==> config.mk <==
export PLATFORM = sky130hd
export DESIGN_NAME = clock_time_set_and_alarm_flat
export DESIGN_NICKNAME = d
export VERILOG_FILES = /design/src/rtl/core/ctsa_pkg.sv /design/src/rtl/core/ctsa_in_if.sv /design/src/rtl/core/ctsa_out_if.sv /design/src/rtl/core/clock_time_set_and_alarm.sv /design/src/flat_wrapper.sv
export VERILOG_INCLUDE_DIRS = /design/src /design/src/rtl/core
export SDC_FILE = /design/constraint.sdc
export NUM_CORES = 1
export LEC_CHECK = 0
export ABC_AREA = 1
export BUFFER_PORTS_ARGS = -buffer_cell sky130_fd_sc_hd__buf_2
export CORE_MARGIN = 5
export CORE_UTILIZATION = 60
export CTS_BUF_LIST = sky130_fd_sc_hd__clkbuf_2 sky130_fd_sc_hd__clkbuf_4 sky130_fd_sc_hd__clkbuf_8
export CTS_CLUSTER_SIZE = 16
export DETAILED_ROUTE_END_ITERATION = 8
export PLACE_DENSITY = 0.92
export SYNTH_ARGS = -nofsm -noshare
export SYNTH_HDL_FRONTEND = slang
export SYNTH_SLANG_ARGS = --single-unit
==> constraint.sdc <==
create_clock -name i_clk -period 9.01 [get_ports i_clk]
set_input_delay 0.901 -clock i_clk [delete_from_list [all_inputs] [get_ports i_clk]]
set_output_delay 0.901 -clock i_clk [all_outputs]
set_load 0.005 [all_outputs]
==> src/rtl/core/clock_time_set_and_alarm_assert.svh <==
// assertion macros for the clock time-set and alarm block
`ifndef CLOCK_TIME_SET_AND_ALARM_ASSERT_SVH
`define CLOCK_TIME_SET_AND_ALARM_ASSERT_SVH

`ifndef SYNTH

// same-cycle implication
`define CTSA_ASSERT_IMP(label, clk, rst_n, ante, cons, msg) \
    label: assert property (@(posedge clk) disable iff (!rst_n) (ante) |-> (cons)) \
        else $error(msg);

// next-cycle implication
`define CTSA_ASSERT_NXT(label, clk, rst_n, ante, cons, msg) \
    label: assert property (@(posedge clk) disable iff (!rst_n) (ante) |=> (cons)) \
        else $error(msg);

`else

`define CTSA_ASSERT_IMP(label, clk, rst_n, ante, cons, msg)
`define CTSA_ASSERT_NXT(label, clk, rst_n, ante, cons, msg)

`endif

`endif

==> src/rtl/core/ctsa_pkg.sv <==
`default_nettype none

package ctsa_pkg;

    typedef enum logic [2:0] {
        MODE_NORMAL = 3'b001,
        MODE_ADJUST = 3'b010,
        MODE_ALARM  = 3'b100
    } t_mode;

    // external mode codes on mode_now
    localparam logic [1:0] MODE_CODE_NORMAL = 2'd0;
    localparam logic [1:0] MODE_CODE_ADJUST = 2'd1;
    localparam logic [1:0] MODE_CODE_ALARM  = 2'd2;

    // cursor positions in time adjust
    localparam logic [2:0] ADJ_HOUR   = 3'd0;
    localparam logic [2:0] ADJ_MINUTE = 3'd1;
    localparam logic [2:0] ADJ_SECOND = 3'd2;
    localparam logic [2:0] ADJ_DATE   = 3'd3;
    localparam logic [2:0] ADJ_MONTH  = 3'd4;
    localparam logic [2:0] ADJ_YEAR   = 3'd5;

    // cursor positions in alarm set
    localparam logic [2:0] ALM_ENABLE = 3'd0;
    localparam logic [2:0] ALM_HOUR   = 3'd1;
    localparam logic [2:0] ALM_MINUTE = 3'd2;
    localparam logic [2:0] ALM_SECOND = 3'd3;

    // configuration register indexes
    localparam logic [1:0] CFG_ALARM_BCD  = 2'd0;
    localparam logic [1:0] CFG_ALARM_EN   = 2'd1;
    localparam logic [1:0] CFG_LAMP_TICKS = 2'd2;

    localparam logic [15:0] LAMP_TICKS_RESET = 16'd33334;

    // field limits
    localparam logic [7:0] MAX_HOUR   = 8'd23;
    localparam logic [7:0] MAX_MINSEC = 8'd59;
    localparam logic [7:0] MAX_MONTH  = 8'd12;
    localparam logic [7:0] MAX_YEAR   = 8'd99;
    localparam logic [7:0] MIN_ZERO   = 8'd0;
    localparam logic [7:0] MIN_ONE    = 8'd1;
    localparam logic [7:0] DAYS_LEAP  = 8'd29;
    localparam logic [7:0] DAYS_FEB   = 8'd28;
    localparam logic [7:0] DAYS_SHORT = 8'd30;
    localparam logic [7:0] DAYS_LONG  = 8'd31;

    localparam logic [7:0] MONTH_FEB = 8'd2;
    localparam logic [7:0] MONTH_APR = 8'd4;
    localparam logic [7:0] MONTH_JUN = 8'd6;
    localparam logic [7:0] MONTH_SEP = 8'd9;
    localparam logic [7:0] MONTH_NOV = 8'd11;

    // byte read as high nibble * 10 + low nibble
    function automatic logic [7:0] bcd_val(input logic [7:0] b);
        logic [7:0] hi;
        hi = 8'(b[7:4]);
        return (hi << 3) + (hi << 1) + 8'(b[3:0]);
    endfunction

    // step one bcd byte, wrap to lo at or above hi
    function automatic logic [7:0] bcd_step(input logic [7:0] b, input logic [7:0] lo,
                                            input logic [7:0] hi);
        logic [7:0]  v;
        logic [15:0] prod;
        logic [3:0]  tens;
        logic [7:0]  ones;
        v = bcd_val(b);
        v = (v >= hi) ? lo : v + 8'd1;
        // v stays below 100 here, so v*205>>11 is v/10
        prod = (16'(v) << 7) + (16'(v) << 6) + (16'(v) << 3) + (16'(v) << 2)
             + 16'(v);
        tens = prod[14:11];
        ones = v - ((8'(tens) << 3) + (8'(tens) << 1));
        return {tens, ones[3:0]};
    endfunction

    function automatic logic [7:0] month_len(input logic [7:0] month,
                                             input logic [7:0] year);
        logic [7:0] len;
        case (month) inside
            MONTH_FEB: len = (year[1:0] == 2'd0) ? DAYS_LEAP : DAYS_FEB;
            MONTH_APR, MONTH_JUN, MONTH_SEP, MONTH_NOV: len = DAYS_SHORT;
            default: len = DAYS_LONG;
        endcase
        return len;
    endfunction

    function automatic logic [1:0] mode_code(input t_mode m);
        logic [1:0] c;
        unique case (m)
            MODE_ADJUST: c = MODE_CODE_ADJUST;
            MODE_ALARM:  c = MODE_CODE_ALARM;
            default:     c = MODE_CODE_NORMAL;
        endcase
        return c;
    endfunction

endpackage

`default_nettype wire

==> src/rtl/core/ctsa_in_if.sv <==
`default_nettype none

interface ctsa_in_if;
    logic        valid;
    logic        ready;
    logic        mode_button;
    logic        cursor_button;
    logic        value_button;
    logic        set_button;
    logic [47:0] rtc_time_bcd;
    logic        tick;

    modport source (
        output valid, mode_button, cursor_button, value_button, set_button,
               rtc_time_bcd, tick,
        input  ready
    );

    modport sink (
        input  valid, mode_button, cursor_button, value_button, set_button,
               rtc_time_bcd, tick,
        output ready
    );
endinterface

`default_nettype wire

==> src/rtl/core/ctsa_out_if.sv <==
`default_nettype none

interface ctsa_out_if;
    logic        valid;
    logic        ready;
    logic [1:0]  mode_now;
    logic [2:0]  cursor;
    logic [47:0] edit_time_bcd;
    logic [23:0] alarm_time_bcd;
    logic        alarm_enable;
    logic        lamp_on;
    logic        write_time;
    logic        write_alarm;

    modport source (
        output valid, mode_now, cursor, edit_time_bcd, alarm_time_bcd, alarm_enable,
               lamp_on, write_time, write_alarm,
        input  ready
    );

    modport sink (
        input  valid, mode_now, cursor, edit_time_bcd, alarm_time_bcd, alarm_enable,
               lamp_on, write_time, write_alarm,
        output ready
    );
endinterface

`default_nettype wire

==> src/rtl/core/clock_time_set_and_alarm.sv <==
// Time-set and alarm controller for a four-button digital clock.
// i_in carries one poll per transfer: button levels, the clock's BCD time
// and date, and a timebase tick. o_out carries one result per poll: mode,
// cursor, edit buffer, alarm time and enable, lamp and the two write strobes.
// Latency: the result of a poll is valid in the cycle after its transfer.
// Throughput: one poll per cycle; the state registers hold the result, and
// a new poll is taken in the same cycle that the pending result is taken.
// If the receiver stalls, the result holds and i_in.ready stays low until
// o_out.ready rises; no poll is lost.
// Reset (synchronous, active low) puts the block in normal mode with the
// cursor and edit buffer at zero, the lamp out, the alarm time and enable at
// zero and the lamp timeout at 33334 ticks. No clearing pass is needed.
// Configuration writes on i_cfg_* take effect at once: the alarm time and
// enable registers load the alarm state directly; the user must write only
// while no poll is in flight, as the block itself does not enforce it.
`default_nettype none

`include "clock_time_set_and_alarm_assert.svh"

module clock_time_set_and_alarm
    import ctsa_pkg::*;
(
    input  wire          i_clk,
    input  wire          i_rst_n,
    input  wire          i_cfg_we,
    input  wire  [1:0]   i_cfg_index,
    input  wire  [23:0]  i_cfg_data,
    ctsa_in_if.sink      i_in,
    ctsa_out_if.source   o_out
);

    logic [3:0]  r_prior;
    t_mode       r_mode;
    logic [2:0]  r_cursor;
    logic [47:0] r_edit;
    logic [23:0] r_alarm_time;
    logic        r_armed;
    logic        r_lamp;
    logic [15:0] r_lamp_cnt;
    logic        r_lamp_counting;
    logic [15:0] r_lamp_ticks;
    logic        r_wr_time;
    logic        r_wr_alarm;
    logic        r_out_valid;

    t_mode       n_mode;
    logic [2:0]  n_cursor;
    logic [47:0] n_edit;
    logic [23:0] n_alarm_time;
    logic        n_armed;
    logic        n_lamp;
    logic [15:0] n_lamp_cnt;
    logic        n_lamp_counting;
    logic        n_wr_time;
    logic        n_wr_alarm;

    logic [3:0]  btn_now;
    logic [3:0]  rise;
    logic        in_xfer;
    logic [15:0] cnt_inc;
    logic [7:0]  date_lim;

    assign btn_now = {i_in.set_button, i_in.value_button, i_in.cursor_button,
                      i_in.mode_button};
    assign rise    = btn_now & ~r_prior;
    assign in_xfer = i_in.valid && i_in.ready;
    assign cnt_inc = r_lamp_cnt + 16'd1;

    // the state registers are the result register
    assign i_in.ready = !r_out_valid || o_out.ready;

    always_comb begin
        n_mode          = r_mode;
        n_cursor        = r_cursor;
        n_edit          = r_edit;
        n_alarm_time    = r_alarm_time;
        n_armed         = r_armed;
        n_lamp          = r_lamp;
        n_lamp_cnt      = r_lamp_cnt;
        n_lamp_counting = r_lamp_counting;
        n_wr_time       = 1'b0;
        n_wr_alarm      = 1'b0;
        date_lim        = DAYS_LONG;

        // lamp timeout
        if (r_lamp_counting && i_in.tick) begin
            n_lamp_cnt = cnt_inc;
            if (cnt_inc >= r_lamp_ticks) begin
                n_lamp          = 1'b0;
                n_lamp_counting = 1'b0;
                n_lamp_cnt      = '0;
            end
        end

        if (rise[0]) begin
            unique case (r_mode)
                MODE_NORMAL: begin
                    n_mode   = MODE_ADJUST;
                    n_cursor = ADJ_HOUR;
                    n_edit   = i_in.rtc_time_bcd;
                end
                MODE_ADJUST: begin
                    n_mode   = MODE_ALARM;
                    n_cursor = ALM_ENABLE;
                end
                default: n_mode = MODE_NORMAL;
            endcase
        end

        unique case (n_mode)
            MODE_NORMAL: begin
                if (r_armed && (i_in.rtc_time_bcd[47:24] == r_alarm_time)) begin
                    n_lamp = 1'b1;
                    // a timeout in this same poll lets a held match restart the count
                    if (!n_lamp_counting) begin
                        n_lamp_counting = 1'b1;
                        n_lamp_cnt      = '0;
                    end
                end
                if (rise[3]) begin
                    n_lamp          = 1'b0;
                    n_lamp_counting = 1'b0;
                    n_lamp_cnt      = '0;
                end
            end
            MODE_ADJUST: begin
                // set acts on the level here
                if (btn_now[3]) begin
                    n_wr_time = 1'b1;
                    n_mode    = MODE_NORMAL;
                end else begin
                    if (rise[1]) begin
                        n_cursor = (n_cursor >= ADJ_YEAR) ? ADJ_HOUR : n_cursor + 3'd1;
                    end
                    date_lim = month_len(bcd_val(n_edit[15:8]), bcd_val(n_edit[7:0]));
                    if (rise[2]) begin
                        case (n_cursor)
                            ADJ_MINUTE: n_edit[39:32] =
                                bcd_step(n_edit[39:32], MIN_ZERO, MAX_MINSEC);
                            ADJ_SECOND: n_edit[31:24] =
                                bcd_step(n_edit[31:24], MIN_ZERO, MAX_MINSEC);
                            ADJ_DATE:   n_edit[23:16] =
                                bcd_step(n_edit[23:16], MIN_ONE, date_lim);
                            ADJ_MONTH:  n_edit[15:8] =
                                bcd_step(n_edit[15:8], MIN_ONE, MAX_MONTH);
                            ADJ_YEAR:   n_edit[7:0] =
                                bcd_step(n_edit[7:0], MIN_ZERO, MAX_YEAR);
                            default:    n_edit[47:40] =
                                bcd_step(n_edit[47:40], MIN_ZERO, MAX_HOUR);
                        endcase
                    end
                end
            end
            MODE_ALARM: begin
                if (rise[1]) begin
                    n_cursor = (n_cursor >= ALM_SECOND) ? ALM_ENABLE : n_cursor + 3'd1;
                end
                if (rise[2]) begin
                    case (n_cursor)
                        ALM_HOUR:   n_alarm_time[23:16] =
                            bcd_step(r_alarm_time[23:16], MIN_ZERO, MAX_HOUR);
                        ALM_MINUTE: n_alarm_time[15:8] =
                            bcd_step(r_alarm_time[15:8], MIN_ZERO, MAX_MINSEC);
                        ALM_SECOND: n_alarm_time[7:0] =
                            bcd_step(r_alarm_time[7:0], MIN_ZERO, MAX_MINSEC);
                        default:    n_armed = !r_armed;
                    endcase
                end
                if (rise[3]) begin
                    n_wr_alarm = 1'b1;
                end
            end
            default: begin
            end
        endcase
    end

    always_ff @(posedge i_clk) begin
        if (!i_rst_n) begin
            r_prior         <= '0;
            r_mode          <= MODE_NORMAL;
            r_cursor        <= '0;
            r_edit          <= '0;
            r_alarm_time    <= '0;
            r_armed         <= 1'b0;
            r_lamp          <= 1'b0;
            r_lamp_cnt      <= '0;
            r_lamp_counting <= 1'b0;
            r_lamp_ticks    <= LAMP_TICKS_RESET;
            r_wr_time       <= 1'b0;
            r_wr_alarm      <= 1'b0;
            r_out_valid     <= 1'b0;
        end else begin
            if (in_xfer) begin
                r_prior         <= btn_now;
                r_mode          <= n_mode;
                r_cursor        <= n_cursor;
                r_edit          <= n_edit;
                r_alarm_time    <= n_alarm_time;
                r_armed         <= n_armed;
                r_lamp          <= n_lamp;
                r_lamp_cnt      <= n_lamp_cnt;
                r_lamp_counting <= n_lamp_counting;
                r_wr_time       <= n_wr_time;
                r_wr_alarm      <= n_wr_alarm;
                r_out_valid     <= 1'b1;
            end else if (o_out.ready) begin
                r_out_valid <= 1'b0;
            end

            if (i_cfg_we) begin
                unique case (i_cfg_index)
                    CFG_ALARM_BCD:  r_alarm_time <= i_cfg_data;
                    CFG_ALARM_EN:   r_armed      <= i_cfg_data[0];
                    CFG_LAMP_TICKS: r_lamp_ticks <= i_cfg_data[15:0];
                    default: begin
                    end
                endcase
            end
        end
    end

    assign o_out.valid          = r_out_valid;
    assign o_out.mode_now       = mode_code(r_mode);
    assign o_out.cursor         = r_cursor;
    assign o_out.edit_time_bcd  = r_edit;
    assign o_out.alarm_time_bcd = r_alarm_time;
    assign o_out.alarm_enable   = r_armed;
    assign o_out.lamp_on        = r_lamp;
    assign o_out.write_time     = r_wr_time;
    assign o_out.write_alarm    = r_wr_alarm;

    `CTSA_ASSERT_IMP(a_one_strobe, i_clk, i_rst_n, r_wr_time, !r_wr_alarm, "two strobes")
    `CTSA_ASSERT_IMP(a_lamp_count, i_clk, i_rst_n, !r_lamp, !r_lamp_counting, "timer while unlit")
    `CTSA_ASSERT_IMP(a_wr_time_mode, i_clk, i_rst_n, r_wr_time, r_mode == MODE_NORMAL, "bad mode")
    `CTSA_ASSERT_IMP(a_wr_alarm_mode, i_clk, i_rst_n, r_wr_alarm, r_mode == MODE_ALARM, "bad mode")
    `CTSA_ASSERT_NXT(a_result_after_xfer, i_clk, i_rst_n, in_xfer, r_out_valid, "no result")

endmodule

`default_nettype wire

==> src/flat_wrapper.sv <==
// flat-port wrapper written by rule: the top's interface ports become plain ports
module clock_time_set_and_alarm_flat import ctsa_pkg::*;
  (i_clk, i_rst_n, i_cfg_we, i_cfg_index, i_cfg_data, i_in_valid, i_in_mode_button, i_in_cursor_button, i_in_value_button, i_in_set_button, i_in_rtc_time_bcd, i_in_tick, i_in_ready, o_out_valid, o_out_mode_now, o_out_cursor, o_out_edit_time_bcd, o_out_alarm_time_bcd, o_out_alarm_enable, o_out_lamp_on, o_out_write_time, o_out_write_alarm, o_out_ready);
  ctsa_in_if i_in_i ();
  ctsa_out_if o_out_i ();
  input  wire i_clk;
  input  wire i_rst_n;
  input  wire i_cfg_we;
  input  wire  [1:0] i_cfg_index;
  input  wire  [23:0] i_cfg_data;
  input wire logic [$bits(i_in_i.valid)-1:0] i_in_valid;
  input wire logic [$bits(i_in_i.mode_button)-1:0] i_in_mode_button;
  input wire logic [$bits(i_in_i.cursor_button)-1:0] i_in_cursor_button;
  input wire logic [$bits(i_in_i.value_button)-1:0] i_in_value_button;
  input wire logic [$bits(i_in_i.set_button)-1:0] i_in_set_button;
  input wire logic [$bits(i_in_i.rtc_time_bcd)-1:0] i_in_rtc_time_bcd;
  input wire logic [$bits(i_in_i.tick)-1:0] i_in_tick;
  output wire logic [$bits(i_in_i.ready)-1:0] i_in_ready;
  output wire logic [$bits(o_out_i.valid)-1:0] o_out_valid;
  output wire logic [$bits(o_out_i.mode_now)-1:0] o_out_mode_now;
  output wire logic [$bits(o_out_i.cursor)-1:0] o_out_cursor;
  output wire logic [$bits(o_out_i.edit_time_bcd)-1:0] o_out_edit_time_bcd;
  output wire logic [$bits(o_out_i.alarm_time_bcd)-1:0] o_out_alarm_time_bcd;
  output wire logic [$bits(o_out_i.alarm_enable)-1:0] o_out_alarm_enable;
  output wire logic [$bits(o_out_i.lamp_on)-1:0] o_out_lamp_on;
  output wire logic [$bits(o_out_i.write_time)-1:0] o_out_write_time;
  output wire logic [$bits(o_out_i.write_alarm)-1:0] o_out_write_alarm;
  input wire logic [$bits(o_out_i.ready)-1:0] o_out_ready;
  assign i_in_i.valid = i_in_valid;
  assign i_in_i.mode_button = i_in_mode_button;
  assign i_in_i.cursor_button = i_in_cursor_button;
  assign i_in_i.value_button = i_in_value_button;
  assign i_in_i.set_button = i_in_set_button;
  assign i_in_i.rtc_time_bcd = i_in_rtc_time_bcd;
  assign i_in_i.tick = i_in_tick;
  assign i_in_ready = i_in_i.ready;
  assign o_out_valid = o_out_i.valid;
  assign o_out_mode_now = o_out_i.mode_now;
  assign o_out_cursor = o_out_i.cursor;
  assign o_out_edit_time_bcd = o_out_i.edit_time_bcd;
  assign o_out_alarm_time_bcd = o_out_i.alarm_time_bcd;
  assign o_out_alarm_enable = o_out_i.alarm_enable;
  assign o_out_lamp_on = o_out_i.lamp_on;
  assign o_out_write_time = o_out_i.write_time;
  assign o_out_write_alarm = o_out_i.write_alarm;
  assign o_out_i.ready = o_out_ready;
  clock_time_set_and_alarm u_core (.i_clk(i_clk), .i_rst_n(i_rst_n), .i_cfg_we(i_cfg_we), .i_cfg_index(i_cfg_index), .i_cfg_data(i_cfg_data), .i_in(i_in_i), .o_out(o_out_i));
endmodule
* Word level (Yosys, flattened, before mapping)
Index checks and enable logic that the tools add are counted.
W data, S select, Z words.
** Word-level totals
- Register bits :: 120
** Cells by class
- Equality and inequality tests :: 22
- Mux-type cells :: 77
- Add/subtract/negate cells :: 83
- Bitwise operators :: 2
- Magnitude comparators :: 12
- Reduce and logical (&&, ||, !) cells :: 14
** Operator list (number)
- $mux W48 :: 5
- $mux W8 :: 21
- $add A15 B10 Y15 :: 9
- $add A15 B11 Y15 :: 9
- $add A15 B14 Y15 :: 9
- $add A15 B8 Y15 :: 9
- $mux W24 :: 5
- $mux W16 :: 6
- $add A7 B5 Y8 :: 9
- $add A8 B1 Y8 const B :: 9
- $add A8 B4 Y8 :: 9
- $mux W3 :: 13
- $add A4 B4 Y4 :: 9
- $sub A4 B4 Y4 :: 9
- $ge A8 B6 Y1 const B :: 4
- $eq A24 B24 Y1 :: 1
- $mux W1 :: 24
- $eq A3 B2 Y1 const B :: 6
- $add A16 B1 Y16 const B :: 1
- $eq A8 B3 Y1 const B :: 2
- $eq A8 B4 Y1 const B :: 2
- $ge A16 B16 Y1 :: 1
- $ge A8 B5 Y1 const B :: 2
- $eq A3 B1 Y1 const B :: 4
- other kinds (24) :: 32

* Longest topological paths before layout
- Depth after elaboration :: 23
- Gate-level depth with buffers :: 55
- Gate-level depth less buffers :: 52

* Worst setup path before layout
Ideal clock, no wire load.
- Kind :: input -> register
- From :: input port i_in_mode_button
- To :: register u_core.r_edit[19] (netlist: u_core.o_out.edit_time_bcd[19])
- Setup slack :: 0.892 ns
- Data required time :: 8.878 ns
- Setup time :: 0.132 ns
- Arrival :: 7.986 ns
- Stages :: 47
- Cells stage by stage :: inv_2 -> nor2_4 -> nand3_4 -> buf_6 -> buf_6 -> clkbuf_1 -> nand2_1 -> and2_1 -> inv_1 -> ha_1 -> ha_1 -> fa_1 -> xor2_1 -> a21oi_1 -> nand2_2 -> nor2_4 -> o21ai_0 -> ha_1 -> [11 not listed] -> nand2_1 -> nand2_1 -> a21oi_1 -> nor2_1 -> nor2_1 -> nand2_1 -> xor2_1 -> inv_1 -> ha_1 -> xnor2_1 -> nand3b_1 -> nand2_1 -> nand2_1 -> nand2_1 -> nand2_1 -> nand3_1 -> nand2_1 -> a21oi_1
** On the way
- Word-level cells in the longest chain between the ends :: 22
- Elaborated cells on any way between the ends :: 43
- Those cells by class :: add/sub (14); order compare (2); eq/ne (7); mux (17); bitwise (1); reduce/logical (2)
** RTL lines
- from (decl) :: line flat_wrapper.sv:12 : input wire logic [$bits(i_in_i.mode_button)-1:0] i_in_mode_button;
- $and A4 B4 Y4 (*) :: line clock_time_set_and_alarm.sv:65 : assign rise = btn_now & ~r_prior;
- $mux W48 :: line clock_time_set_and_alarm.sv:95 : if (rise[0]) begin
- $add A7 B5 Y8 :: line ctsa_pkg.sv:59 : return (hi << 3) + (hi << 1) + 8'(b[3:0]);
- $add A8 B4 Y8 :: line ctsa_pkg.sv:59
- $eq A8 B4 Y1 / $eq A8 B3 Y1 (equally long branches) :: line clock_time_set_and_alarm.sv:135 : date_lim = month_len(bcd_val(n_edit[15:8]), bcd_val(n_edit[7:0]));
- $reduce_or A4 Y1 :: line ctsa_pkg.sv:82 : case (month) inside
- $mux W1 :: line ctsa_pkg.sv:82
- $mux W8 :: line ctsa_pkg.sv:82
- [6 not listed]
- $add A15 B10 Y15 :: line ctsa_pkg.sv:72 : prod = (16'(v) << 7) + (16'(v) << 6) + (16'(v) << 3) + (16'(v) << 2)
- $add A15 B8 Y15 :: line ctsa_pkg.sv:73 : + 16'(v);
- $add A4 B4 Y4 :: line ctsa_pkg.sv:75 : ones = v - ((8'(tens) << 3) + (8'(tens) << 1));
- $sub A4 B4 Y4 :: line ctsa_pkg.sv:75
- $mux W8 :: line clock_time_set_and_alarm.sv:137 : case (n_cursor)
- $mux W48 :: line clock_time_set_and_alarm.sv:136 : if (rise[2]) begin
- $mux W48 :: line clock_time_set_and_alarm.sv:128 : if (btn_now[3]) begin
- $mux W48 (*) :: line clock_time_set_and_alarm.sv:110 : unique case (n_mode)
- to (signal assigned) :: line clock_time_set_and_alarm.sv:198 : r_edit <= n_edit;
- to (decl) :: line clock_time_set_and_alarm.sv:35 : logic [47:0] r_edit;
Every way passes the cells marked *; elsewhere a longest branch is shown, timed or not. The select of a mux whose other input is x is not followed.
A chain may end at the register's enable or synchronous reset.

* Final worst setup path
Same ends and word-level chain as after synthesis.

==> impl_results.md <==
- Status: completed
- Synth cell types: between 60 and 70
- Total internal power: 2.94 mW
- Post-route clock period utilization: between 90% and 100%
- Register share of total power: 9.1%
- DR vias/cell: 5.56
- Mapped Cells: between 2,000 and 3,000
- Logic pwr share: roughly 83%
- Slew headroom: 23.7%
- Max-slew violations: 0
- Starting Density: between 60% and 70%
- Syn avg cell area: 7.26 um^2
- Pleak: 11.6 nW
- Clock skew: 0.0237 ns
- GRT Util Overall: 27.8%
- Startpoint types: primary input
- H-tree Lvls: 4
- Most frequent cells in the layout: 534 x nand2_1, 452 x inv_1, 341 x ha_1, 219 x a21oi_1, 166 x buf_2
- Routed Antenna Nets: 0
- Vias: 18,000
- Critical Path AT: 8.64 ns
- Power per cell area: 313 nW/um^2
- Area of the mapped netlist: 18,800 um^2
- Async SR Flop Fraction: 0%
- Clock slew at reported path FFs: 0.10 ns
- Synth-to-Final Area Change: 10.3%
- Switching Share: a little over half
- Setup TNS: 0 ns
- Post-CTS Setup Bufs: 0
- Fmax: 121 MHz
- Top Ports: 167
- Vias in the first global route: 18,100
- CTS tree: built
- Detailed Route WL: 49.2 mm
- Gates resized, CTS repair: 0
- # fillers: between 2,000 and 2,500
- RSZ-0062 raised after global routing: no
- CP Max Fanout: 17
- Critical Path End Type: flop
- Largest net degree at the start of global routing: 94
- Clock Latency Late Sink: 0.48 ns
- Psw: 3.56 mW
- Post-CTS Hold Buffers: 0
- Power Total: 6.49 mW
- Final Hold Fails: 0
- Number of DRC markers in iteration 0: 1,319
- CTS Buf Count: 17
- Peak supply drop: 0.000438 V
- Critical path's slowest cell: fa_1
- Die W: 187 um
- Grt total ovfl: 0
- Fin crit period: 8.29 ns
- DR pass1 iterations: 5
- Post-synth EDFFs: 0
- Measured slew at the worst slew-check pin: 1.14 ns
- Commonest non-fill, non-tap cell in the layout: nand2_1
- Post-DP HPWL: between 40 and 50 mm
- Die ar.: 35,000 um^2
- DRC violations left: 0
- Die height: 187 um
- CP Data Required Time: 9.36 ns
- Seq cells post-synth: 120
- Initial antenna violation count: 3
- Top FF cell, synth: dfxtp_1
- I/O Buffers: 166
- Clk buf depth: 2
- Clock power share: 8.4%
- Wire per inst: 15.2 um
- First-pass GRT wire length: 82.8 mm
- Share of the yosys chip area belonging to registers: 12.8%
- Max-Cap Viols: 0
- Nets: between 3,000 and 4,000
- Max incr delay on CP: 0.48 ns
- Row count: 64
- CTS root buffer: clkbuf_8
- CP dominant cell by count: nand2_1
- Final setup viols: 0
- Worst Hold Class: flop to flop
- Yosys warnings: 0
- Share of cells above drive strength 1: 11.0%
- CTS Sinks: 120
- GP Congestion: between 0.9 and 1
- Worst setup path category: primary input to flop
- Core Area: approximately 31,000 um^2
## cell type report
cell class | count | area [um^2] | share of cell area (%)
multi-input cells | 2039 | 14800 | 71.1
flip-flops and latches | 120 | 2400 | 11.6
inverters | 476 | 1790 | 8.60
repair buffers | 176 | 906 | 4.36
well taps | 396 | 495 | 2.39
clock buffers | 17 | 234 | 1.13
clock inverters | 15 | 183 | 0.880
diodes | 1 | 2.50 | 0.0121
## synth_stat cells (5+ instances only)
| cell type | n | area share (%) |
|---|---|---|
| nor2_1 | 121 | 2.4 |
| fa_1 | 135 | 14 |
| o211ai_1 | 20 | 0.80 |
| a211oi_1 | 11 | 0.44 |
| o22ai_1 | 17 | 0.56 |
| nand2_1 | 535 | 11 |
| o21ai_2 | 8 | 0.37 |
| nand3_2 | 5 | 0.27 |
| nand4_1 | 32 | 1.1 |
| xnor2_1 | 37 | 1.7 |
| nand3b_1 | 10 | 0.40 |
| ha_1 | 341 | 23 |
| nor3_1 | 30 | 0.80 |
| o21ai_1 | 27 | 0.72 |
| inv_2 | 20 | 0.40 |
| nor2_4 | 11 | 0.66 |
| xor2_1 | 41 | 1.9 |
| or2_2 | 19 | 0.63 |
| dfxtp_1 | 120 | 13 |
| a21oi_1 | 219 | 5.8 |
| nand2_2 | 21 | 0.70 |
| nand3_1 | 116 | 3.1 |
| nor2_2 | 6 | 0.20 |
| o21ai_0 | 107 | 2.8 |
| and2_1 | 9 | 0.30 |
| inv_1 | 452 | 9.0 |
| o21bai_1 | 5 | 0.20 |
| nor4_1 | 5 | 0.17 |
| clkbuf_1 | 40 | 0.80 |
## through the flow
step | util, % | cells | cell area (um^2) | hold WS [ns] | setup WS [ns]
4_1_cts | 67.3 | 3239 | 20800 | 0.469 | 0.768
3_3_place_gp | 66.0 | 3207 | 20300 | 0.451 | 0.582
6_report | 67.4 | 3240 | 20800 | 0.466 | 0.723
3_5_place_dp | 66.0 | 3207 | 20300 | 0.453 | 0.292
5_1_grt | 67.4 | 3240 | 20800 | 0.499 | 0.0697
2_1_floorplan | - | 2688 | 19200 | 0.435 | 0.892
## cell families (layout without fill, tap and decap cells)
group | count (synthesis) | in the layout | synth area share (%)
other | 2 | 97 | 0.0399
AND/OR/NAND/NOR | 937 | 937 | 22.2
flip-flops | 120 | 120 | 12.8
buffers and inverters | 529 | 684 | 10.8
XOR/XNOR | 79 | 79 | 3.71
AO/OA/AOI/OAI | 447 | 447 | 13.2
multiplexers | 4 | 4 | 0.213
adder cells (fa/ha/maj) | 476 | 476 | 37.0
## routing by layer
metal  global-route usage [%]  vias to the layer above  wire length, um
li1                         -                     8831                -
met1                     33.8                     8333            19700
met2                     49.1                      707            23800
met3                     4.67                      144             3790
met4                     11.3                        4             1840
met5                        0                        -               21
## flip-flops by register name, summed over array words and instances (netlist names)
signal,flops
u_core.o_out.valid,1
u_core.o_out.edit_time_bcd,48
u_core.o_out.alarm_time_bcd,24
u_core.o_out.lamp_on,1
u_core.o_out.write_time,1
u_core.r_lamp_cnt,16
u_core.r_lamp_counting,1
u_core.o_out.cursor,3
u_core.r_prior,4
u_core.r_mode,3
u_core.o_out.write_alarm,1
u_core.o_out.alarm_enable,1
u_core.r_lamp_ticks,16
## power by group through the flow
stage	combinational (mW)	clock, mW	sequential (mW)
6_report	5.36	0.542	0.589
3_5_place_dp	5.25	0	0.600
2_1_floorplan	4.15	0	0.592
4_1_cts	5.32	0.545	0.588
5_1_grt	6.21	0.567	0.592
3_3_place_gp	4.93	0	0.599
## critical path, delay by kind of cell
kind | cells | cell delay, ns
simple gates | 26 | 3.01
buf+inv | 6 | 0.59
fa+ha+maj | 9 | 3.01
xor+xnor | 2 | 0.33
compound gates | 5 | 0.76
## final timing paths
path | start | to | slack, ns | cells after the start
max | i_in_mode_button | u_core.o_out.edit_time_bcd[19]$_SDFFE_PN0P_ | 0.72 | 48
max reg2reg | u_core.r_mode[0]$_SDFFE_PN1P_ | u_core.o_out.edit_time_bcd[27]$_SDFFE_PN0P_ | 0.79 | 37
min | u_core.r_lamp_ticks[13]$_SDFFE_PN0P_ | u_core.r_lamp_ticks[13]$_SDFFE_PN0P_ | 0.47 | 2
min reg2reg | u_core.r_lamp_ticks[13]$_SDFFE_PN0P_ | u_core.r_lamp_ticks[13]$_SDFFE_PN0P_ | 0.47 | 2
Note: power is estimated with default switching activity, not from simulation.
